**src/rtl/core/bvs_pkg.sv**
```systemverilog
package bvs_pkg;

    localparam int unsigned VENUES_DEF  = 16;
    localparam int unsigned FIELD_W     = 32;
    localparam int unsigned LIQ_WEIGHT  = 1000;
    localparam int unsigned LAT_WEIGHT  = 100;
    localparam int unsigned LIQ_PROD_W  = 42;   // 32 bits times 1000
    localparam int unsigned LAT_PROD_W  = 39;   // 32 bits times 100
    localparam int unsigned SCORE_W     = 44;   // signed balanced score

    localparam logic FUNC_UPDATE = 1'b0;
    localparam logic FUNC_SELECT = 1'b1;

    typedef enum logic [1:0] {
        STRAT_PRICE    = 2'd0,
        STRAT_COST     = 2'd1,
        STRAT_LATENCY  = 2'd2,
        STRAT_BALANCED = 2'd3
    } t_strategy;

    typedef struct packed {
        logic               available;
        logic [FIELD_W-1:0] fees;
        logic [FIELD_W-1:0] latency;
        logic [FIELD_W-1:0] liquidity;
    } t_entry;

    // controller to datapath
    typedef struct packed {
        logic start;    // clear the running best and the scan address
        logic step;     // read one table entry and advance the address
        logic write;    // write the incoming update beat into the table
        logic load;     // move the final best into the output register
    } t_dp_cmd;

    // datapath to controller
    typedef struct packed {
        logic last;     // scan address points at the last entry
        logic busy;     // compare pipeline still holds entries
        logic out_free; // output register can take a result this cycle
    } t_dp_sts;

endpackage

```
**src/rtl/core/bvs_ctrl.sv**
```systemverilog
module bvs_ctrl
    import bvs_pkg::*;
(
    input  logic    i_clk,
    input  logic    i_rst_n,
    input  logic    i_in_valid,
    input  logic    i_func,
    input  t_dp_sts i_sts,
    output logic    o_in_ready,
    output t_dp_cmd o_cmd
);

    typedef enum logic [2:0] {
        ST_IDLE  = 3'b001,
        ST_SCAN  = 3'b010,
        ST_DRAIN = 3'b100
    } t_state;

    t_state r_state;
    t_state n_state;

    always_ff @(posedge i_clk) begin
        if (!i_rst_n) begin
            r_state <= ST_IDLE;
        end else begin
            r_state <= n_state;
        end
    end

    always_comb begin
        n_state    = r_state;
        o_cmd      = '0;
        o_in_ready = (r_state == ST_IDLE);
        unique case (r_state)
            ST_IDLE: begin
                if (i_in_valid && (i_func == FUNC_SELECT)) begin
                    o_cmd.start = 1'b1;
                    n_state     = ST_SCAN;
                end else if (i_in_valid) begin
                    o_cmd.write = 1'b1;
                end
            end
            ST_SCAN: begin
                o_cmd.step = 1'b1;
                if (i_sts.last) begin
                    n_state = ST_DRAIN;
                end
            end
            ST_DRAIN: begin
                // wait for the last compare, then for room at the output
                if (!i_sts.busy && i_sts.out_free) begin
                    o_cmd.load = 1'b1;
                    n_state    = ST_IDLE;
                end
            end
            default: begin
                n_state = ST_IDLE;
            end
        endcase
    end

endmodule

```
**src/rtl/core/bvs_dp.sv**
```systemverilog
module bvs_dp
    import bvs_pkg::*;
#(
    parameter int unsigned VENUES = VENUES_DEF
) (
    input  logic               i_clk,
    input  logic               i_rst_n,
    input  t_dp_cmd            i_cmd,
    output t_dp_sts            o_sts,
    input  logic               i_cfg_valid,
    input  logic [1:0]         i_cfg_strategy,
    input  logic [3:0]         i_venue_index,
    input  logic               i_venue_available,
    input  logic [FIELD_W-1:0] i_venue_fees,
    input  logic [FIELD_W-1:0] i_venue_latency,
    input  logic [FIELD_W-1:0] i_venue_liquidity,
    input  logic               i_out_ready,
    output logic               o_out_valid,
    output logic [3:0]         o_best_index,
    output logic               o_found
);

    localparam int unsigned IDX_W = (VENUES > 1) ? $clog2(VENUES) : 1;

    t_entry             r_mem [VENUES];
    logic [VENUES-1:0]  r_present;
    t_strategy          r_strategy;

    logic [IDX_W+3:0]   w_wr_wide;
    logic [IDX_W-1:0]   w_wr_addr;
    logic               w_wr_en;

    logic [IDX_W-1:0]   r_addr;

    // stage 1: table read
    logic               r_s1_valid;
    logic               r_s1_present;
    logic [IDX_W-1:0]   r_s1_idx;
    t_entry             r_s1_ent;

    // stage 2: weighted terms
    logic               r_s2_valid;
    logic               r_s2_present;
    logic               r_s2_avail;
    logic [IDX_W-1:0]   r_s2_idx;
    logic [FIELD_W-1:0] r_s2_fees;
    logic [FIELD_W-1:0] r_s2_lat;
    logic [LIQ_PROD_W-1:0] r_s2_liq_w;
    logic [LAT_PROD_W-1:0] r_s2_lat_w;

    // stage 3: score
    logic               r_s3_valid;
    logic               r_s3_present;
    logic               r_s3_avail;
    logic [IDX_W-1:0]   r_s3_idx;
    logic [FIELD_W-1:0] r_s3_fees;
    logic [FIELD_W-1:0] r_s3_lat;
    logic signed [SCORE_W-1:0] r_s3_score;
    logic [SCORE_W-1:0] n_s3_score;

    // running best
    logic               r_have;
    logic [IDX_W-1:0]   r_best_idx;
    logic [FIELD_W-1:0] r_best_fees;
    logic [FIELD_W-1:0] r_best_lat;
    logic signed [SCORE_W-1:0] r_best_score;
    logic               w_beats;
    logic               w_take;

    // output register
    logic               r_out_valid;
    logic [3:0]         r_out_idx;
    logic               r_out_found;
    logic [IDX_W+3:0]   w_best_wide;

    assign w_wr_wide = {{IDX_W{1'b0}}, i_venue_index};
    assign w_wr_addr = w_wr_wide[IDX_W-1:0];
    assign w_wr_en   = i_cmd.write && (w_wr_wide < (IDX_W+4)'(VENUES));

    // table fields have no reset; present bits guard every read
    always_ff @(posedge i_clk) begin
        if (w_wr_en) begin
            r_mem[w_wr_addr] <= '{available: i_venue_available,
                                  fees:      i_venue_fees,
                                  latency:   i_venue_latency,
                                  liquidity: i_venue_liquidity};
        end
        if (i_cmd.step) begin
            r_s1_ent <= r_mem[r_addr];
        end
    end

    always_ff @(posedge i_clk) begin
        if (!i_rst_n) begin
            r_present  <= '0;
            r_strategy <= STRAT_BALANCED;
            r_addr     <= '0;
            r_s1_valid <= 1'b0;
            r_s2_valid <= 1'b0;
            r_s3_valid <= 1'b0;
            r_have     <= 1'b0;
            r_out_valid <= 1'b0;
        end else begin
            if (w_wr_en) begin
                r_present[w_wr_addr] <= 1'b1;
            end
            if (i_cfg_valid) begin
                r_strategy <= t_strategy'(i_cfg_strategy);
            end
            if (i_cmd.start) begin
                r_addr <= '0;
            end else if (i_cmd.step) begin
                r_addr <= r_addr + 1'b1;
            end
            r_s1_valid <= i_cmd.step;
            r_s2_valid <= r_s1_valid;
            r_s3_valid <= r_s2_valid;
            if (i_cmd.start) begin
                r_have <= 1'b0;
            end else if (w_take) begin
                r_have <= 1'b1;
            end
            if (i_cmd.load) begin
                r_out_valid <= 1'b1;
            end else if (i_out_ready) begin
                r_out_valid <= 1'b0;
            end
        end
    end

    assign n_s3_score = SCORE_W'(r_s2_liq_w) - SCORE_W'(r_s2_fees) - SCORE_W'(r_s2_lat_w);

    always_comb begin
        case (r_strategy)
            STRAT_COST:     w_beats = (r_s3_fees < r_best_fees);
            STRAT_LATENCY:  w_beats = (r_s3_lat < r_best_lat);
            STRAT_BALANCED: w_beats = (r_s3_score > r_best_score);
            default:        w_beats = 1'b0;
        endcase
    end

    // first present entry seeds the best; later ones must be available and win
    assign w_take = r_s3_valid && r_s3_present && (!r_have || (r_s3_avail && w_beats));

    assign w_best_wide = {4'b0000, r_best_idx};

    always_ff @(posedge i_clk) begin
        r_s1_present <= r_present[r_addr];
        r_s1_idx     <= r_addr;

        r_s2_present <= r_s1_present;
        r_s2_avail   <= r_s1_ent.available;
        r_s2_idx     <= r_s1_idx;
        r_s2_fees    <= r_s1_ent.fees;
        r_s2_lat     <= r_s1_ent.latency;
        r_s2_liq_w   <= LIQ_PROD_W'(r_s1_ent.liquidity) * LIQ_PROD_W'(LIQ_WEIGHT);
        r_s2_lat_w   <= LAT_PROD_W'(r_s1_ent.latency) * LAT_PROD_W'(LAT_WEIGHT);

        r_s3_present <= r_s2_present;
        r_s3_avail   <= r_s2_avail;
        r_s3_idx     <= r_s2_idx;
        r_s3_fees    <= r_s2_fees;
        r_s3_lat     <= r_s2_lat;
        r_s3_score   <= $signed(n_s3_score);

        if (w_take) begin
            r_best_idx   <= r_s3_idx;
            r_best_fees  <= r_s3_fees;
            r_best_lat   <= r_s3_lat;
            r_best_score <= r_s3_score;
        end

        if (i_cmd.load) begin
            r_out_idx   <= r_have ? w_best_wide[3:0] : 4'd0;
            r_out_found <= r_have;
        end
    end

    assign o_sts.last     = (r_addr == IDX_W'(VENUES - 1));
    assign o_sts.busy     = r_s1_valid || r_s2_valid || r_s3_valid;
    assign o_sts.out_free = !r_out_valid || i_out_ready;

    assign o_out_valid  = r_out_valid;
    assign o_best_index = r_out_idx;
    assign o_found      = r_out_found;

endmodule

```
**src/rtl/core/best_venue_selector_core.sv**
```systemverilog
// Best venue selector.
// Input channel (i_in_valid / o_in_ready) carries one beat per item. A beat
// with i_func = update writes entry i_venue_index of the venue table and marks
// it present (an index beyond the table is dropped); it yields no result.
// A beat with i_func = select issues the scan start in its accepting cycle,
// then scans the table one entry per cycle through the single table read
// port, drains the multiply / score / compare pipeline and loads the output
// register. The input channel takes no new beat until that result is
// loaded; updates go at one per cycle while no select is in progress.
// Output channel (o_out_valid / i_out_ready) carries o_best_index and o_found,
// held in an output register. A stalled receiver does not block updates; a
// following select holds in its drain phase until the waiting result beat is
// taken.
// Configuration channel (i_cfg_valid / o_cfg_ready) writes the strategy
// register; write it only while the block is idle.
// Reset (synchronous, active low) empties the table, drops any pending
// result and sets the strategy to balanced.
module best_venue_selector_core
    import bvs_pkg::*;
#(
    parameter int unsigned VENUES = VENUES_DEF
) (
    input  logic               i_clk,
    input  logic               i_rst_n,
    input  logic               i_cfg_valid,
    output logic               o_cfg_ready,
    input  logic [1:0]         i_cfg_strategy,
    input  logic               i_in_valid,
    output logic               o_in_ready,
    input  logic               i_func,
    input  logic [3:0]         i_venue_index,
    input  logic               i_venue_available,
    input  logic [FIELD_W-1:0] i_venue_fees,
    input  logic [FIELD_W-1:0] i_venue_latency,
    input  logic [FIELD_W-1:0] i_venue_liquidity,
    output logic               o_out_valid,
    input  logic               i_out_ready,
    output logic [3:0]         o_best_index,
    output logic               o_found
);

    t_dp_cmd w_cmd;
    t_dp_sts w_sts;

    // the strategy register is a plain flop, so a write always lands
    assign o_cfg_ready = 1'b1;

    // sequence the scan: start, step through every entry, drain, load result
    bvs_ctrl u_ctrl (
        .i_clk      (i_clk),
        .i_rst_n    (i_rst_n),
        .i_in_valid (i_in_valid),
        .i_func     (i_func),
        .i_sts      (w_sts),
        .o_in_ready (o_in_ready),
        .o_cmd      (w_cmd)
    );

    // table, compare pipeline, running best and output register
    bvs_dp #(
        .VENUES (VENUES)
    ) u_dp (
        .i_clk             (i_clk),
        .i_rst_n           (i_rst_n),
        .i_cmd             (w_cmd),
        .o_sts             (w_sts),
        .i_cfg_valid       (i_cfg_valid),
        .i_cfg_strategy    (i_cfg_strategy),
        .i_venue_index     (i_venue_index),
        .i_venue_available (i_venue_available),
        .i_venue_fees      (i_venue_fees),
        .i_venue_latency   (i_venue_latency),
        .i_venue_liquidity (i_venue_liquidity),
        .i_out_ready       (i_out_ready),
        .o_out_valid       (o_out_valid),
        .o_best_index      (o_best_index),
        .o_found           (o_found)
    );

    // an empty table reports index zero
    a_not_found_zero: assert property (@(posedge i_clk) disable iff (!i_rst_n)
        (o_out_valid && !o_found) |-> (o_best_index == 4'd0))
        else $error("not-found result with nonzero index");

    // an accepted select closes the input channel for the scan
    a_select_blocks: assert property (@(posedge i_clk) disable iff (!i_rst_n)
        (i_in_valid && o_in_ready && (i_func == FUNC_SELECT)) |=> !o_in_ready)
        else $error("input accepted during scan");

    // a result beat appears only at the end of a scan
    a_result_after_scan: assert property (@(posedge i_clk) disable iff (!i_rst_n)
        $rose(o_out_valid) |-> $past(!o_in_ready))
        else $error("result without a scan");

    // the result is loaded only when the scan pipeline has drained
    a_load_drained: assert property (@(posedge i_clk) disable iff (!i_rst_n)
        w_cmd.load |-> (!w_sts.busy && !w_cmd.step))
        else $error("result loaded before pipeline drained");

endmodule

```
**config.mk**
```make
export PLATFORM = sky130hd
export DESIGN_NAME = best_venue_selector_core
export DESIGN_NICKNAME = d
export VERILOG_FILES = /design/src/rtl/core/bvs_pkg.sv /design/src/rtl/core/bvs_ctrl.sv /design/src/rtl/core/bvs_dp.sv /design/src/rtl/core/best_venue_selector_core.sv
export SDC_FILE = /design/constraint.sdc
export NUM_CORES = 2
export LEC_CHECK = 0
export BUFFER_PORTS_ARGS = -buffer_cell sky130_fd_sc_hd__buf_2
export CAP_MARGIN = 10
export CORE_MARGIN = 2
export CORE_UTILIZATION = 59
export CTS_CLUSTER_SIZE = 20
export DETAILED_ROUTE_END_ITERATION = 8
export PLACE_DENSITY = 0.85
export SETUP_SLACK_MARGIN = 0.5
export SKIP_CTS_REPAIR_TIMING = 1
export SYNTH_ARGS = -nofsm -noshare
export SYNTH_HDL_FRONTEND = slang
export SYNTH_SLANG_ARGS = --single-unit
```
**constraint.sdc**
```tcl
create_clock -name i_clk -period 14.46 [get_ports i_clk]
set_input_delay 2.892 -clock i_clk [delete_from_list [all_inputs] [get_ports i_clk]]
set_output_delay 2.892 -clock i_clk [all_outputs]
set_load 0.01 [all_outputs]
```
==> metrics.txt <==
HP Class reg2reg; syn_area_per_cell 18.37 um2; later-pin clock latency in the skew report 850 ps; VDD IR max 0.1060 mV; Startpoint Class primary input; RePlAce Congestion 0.8876; H-tree levels 4; crit path capture type flop; Slew Limit Fails 0; die height 385.9 um; drt pass-1 iters 6; Netlist cell types 83; Final min period approximately 5900 ps; post-synthesis async set-or-reset flop share 0; Via density 6.531; worst r2r dst u_dp.r_s2_liq_w[41]$_DFF_P_; RSZ-0062 raised after global routing false; Layout area overhead 10.99%; IO buf count 115; initial antenna violation count 50; largest net degree at the start of global routing approximately 150; sequential-to-total area share from yosys stat 0.6836; Syn. warnings 0; Setup CP Type in2reg; Top FF cell, synth edfxtp_1; LEAKAGE roughly 34 nW; Site Rows 140; Hold Crit Start u_dp.r_s2_lat[12]$_DFF_P_; aggregate global-route resource usage 0.3010; Initial Util 0.5926; CTS sink count 2056; first-pass GRT wire length 321800 um; fin worst setup slack around 8500 ps; max-capacitance violation count 0; Inserted Clock Buffers 194; CTS Buffer Depth 3; Synth Instances 4684; synthesis-stage register bit count roughly 2100; IO Pins 117; Slew @ Worst Pin between 1000 and 1500 ps; setup_tns 0 ps; clock skew 46.37 ps; period utilization 0.4101; final hold vios 0; nets@finish 5534; number of global-route vias before repair 46623; status finished clean; Multi-input gate area 0.02503 mm2; relative slew slack 0.2223; post-synth net total ~5300; total grt overflow 0; Worst EP arrival 6370 ps; chip width 385.9 um; CTS tree yes; share of layout cells above drive strength 1 0.1963; hold path depth 0; Clock Pin Slew Worst Setup and Hold Paths 60 ps; drt drc 0; vias 45891; total wire length 222100 um; CP max FO 55; wire length per cell 31.61 um; Iteration-0 DRC Markers 6397; pre-CTS setup slack 7917 ps; r2r setup slk 8840 ps; Post-Syn Area 0.08606 mm2; worst r2r src u_dp.r_s1_ent[5]$_DFFE_PP_; core area 0.1452 mm2; PD cells 133.4 mW/mm2; Root Buffer clkbuf_16; FF/Latch Area roughly 0.059 mm2; Post-DP HPWL ~120000 um; # setup viols final 0; total die area 0.1489 mm2; Filler cells 8790; WP data required 14900 ps; Finished Core Util 0.6578; achievable frequency roughly 0.17 GHz; number of synthesized flops with an enable pin 1765; worst reg-to-reg path cell count 18; hold endpoint u_dp.r_s3_lat[12]$_DFF_P_; ANT nets after route 0
[worst max path at each step]
stage	startpoint	end	cells past startpoint	slack, ps
after detailed placement	i_func	u_dp.r_mem[3][34]$_DFFE_PP_	6	7920
after global routing	i_in_valid	u_dp.r_mem[2][42]$_DFFE_PP_	6	8480
final	i_in_valid	u_dp.r_mem[2][42]$_DFFE_PP_	6	8530
after floorplan	u_dp.r_best_fees[25]$_DFFE_PP_	u_dp.r_best_fees[10]$_DFFE_PP_	12	3460
after CTS	i_func	u_dp.r_mem[2][42]$_DFFE_PP_	6	8700
after global placement	i_func	u_dp.r_mem[2][34]$_DFFE_PP_	6	7940
[registers in the layout, summed over array words and instances, names as in the netlist, 16 cells and up]
signal,flops
u_dp.r_s2_lat_w,34
u_dp.r_mem,1552
u_dp.r_s2_fees,32
u_dp.r_s2_lat,32
u_dp.r_best_score,44
u_dp.r_s2_liq_w,39
u_dp.r_s3_lat,32
u_dp.r_present,16
u_dp.r_s3_fees,32
u_dp.r_s3_score,43
u_dp.r_best_lat,32
u_dp.r_best_fees,31
u_dp.r_s1_ent,97
[worst max-delay path, stage by stage]
cell and delay [ps]:
buf_2 110, nor3b_1 330, nand3b_1 450, nor3_2 920
buf_4 660, buf_4 910
[per-stage QoR]
step | hold WS, ps | power (W) | cell area, um2 | instances
detailed placement | 312.1 | 0.007740 | 89160 | 6641
global route | 326.4 | 0.01310 | 95500 | 7020
CTS | 312.6 | 0.01276 | 95450 | 7001
finish | 320.7 | 0.01274 | 95520 | 7027
global placement | 310.3 | 0.007704 | 89160 | 6641
floorplan | 309.6 | 0.007436 | 86060 | 4684
[layer usage]
| metal | vias to the layer above | part of all wire | GRT usage |
|---|---|---|---|
| li1 | 18649 | - | - |
| met1 | 23264 | 0.35 | 0.3864 |
| met2 | 3317 | 0.50 | 0.4917 |
| met3 | 631 | 0.10 | 0.07136 |
| met4 | 30 | 0.049 | 0.1366 |
| met5 | - | 0.00086 | 0 |
[where the power goes]
| group | leakage, nW | switching, W | internal (W) |
|---|---|---|---|
| Clock | 3.05 | 0.00233 | 0.00277 |
| Combinational | 12.2 | 0.000611 | 0.000404 |
| Sequential | 18.3 | 0.0000694 | 0.00656 |
| Total | 33.6 | 0.00301 | 0.00973 |
[Yosys cell counts, drive strengths merged, types with 7 or more instances]
library cell | number | share of area
nor4 | 9 | 0.00065
mux4 | 490 | 0.13
fa | 145 | 0.034
nor2 | 88 | 0.0038
a2111oi | 7 | 0.0011
o21ai | 88 | 0.0052
o21bai | 15 | 0.0013
inv | 502 | 0.022
or3 | 15 | 0.0013
a31oi | 14 | 0.0013
clkbuf | 88 | 0.0038
a211oi | 14 | 0.0013
nor2b | 21 | 0.0015
and3 | 13 | 0.00095
o211ai | 7 | 0.00061
o31ai | 10 | 0.00093
buf | 35 | 0.0016
o21a | 40 | 0.0035
nor3 | 37 | 0.0023
a21oi | 147 | 0.0086
nand2 | 74 | 0.0032
nand3 | 28 | 0.0016
xnor2 | 90 | 0.0092
or2 | 7 | 0.00051
dfxtp | 291 | 0.068
a21o | 95 | 0.0083
nand4 | 31 | 0.0023
ha | 360 | 0.052
xor2 | 50 | 0.0051
nand2b | 25 | 0.0019
and2 | 13 | 0.00095
edfxtp | 1765 | 0.62
[placed cells by master, fill, tap and decap left out, drive strengths merged, types with 90 or more instances in the layout]
| cell | instances |
|---|---|
| a21o | 95 |
| a21oi | 147 |
| buf | 163 |
| clkbuf | 249 |
| dfxtp | 291 |
| edfxtp | 1765 |
| fa | 145 |
| ha | 360 |
| inv | 513 |
| mux4 | 490 |
| xnor2 | 90 |
[kinds of logic after synthesis]
logic type / Yosys count / synth area share
flops: 2056 / 0.6836
buf+inv: 625 / 0.02730
fa+ha+maj: 505 / 0.08607
mux: 492 / 0.1285
compound gates: 487 / 0.03750
simple gates: 378 / 0.02274
xor+xnor: 140 / 0.01434
other cells: 1 / 0.00004357
[final cells by class]
class                      instances  area share
antenna                           26   0.0006811
clock buffer                     249     0.05437
clock inverter                   111     0.01153
inverter                         502     0.01973
multi-input combinational       2003      0.2620
sequential                      2056      0.6160
tap                             1917     0.02511
timing repair buffer             163     0.01058
(Power assumes the default switching activity.)
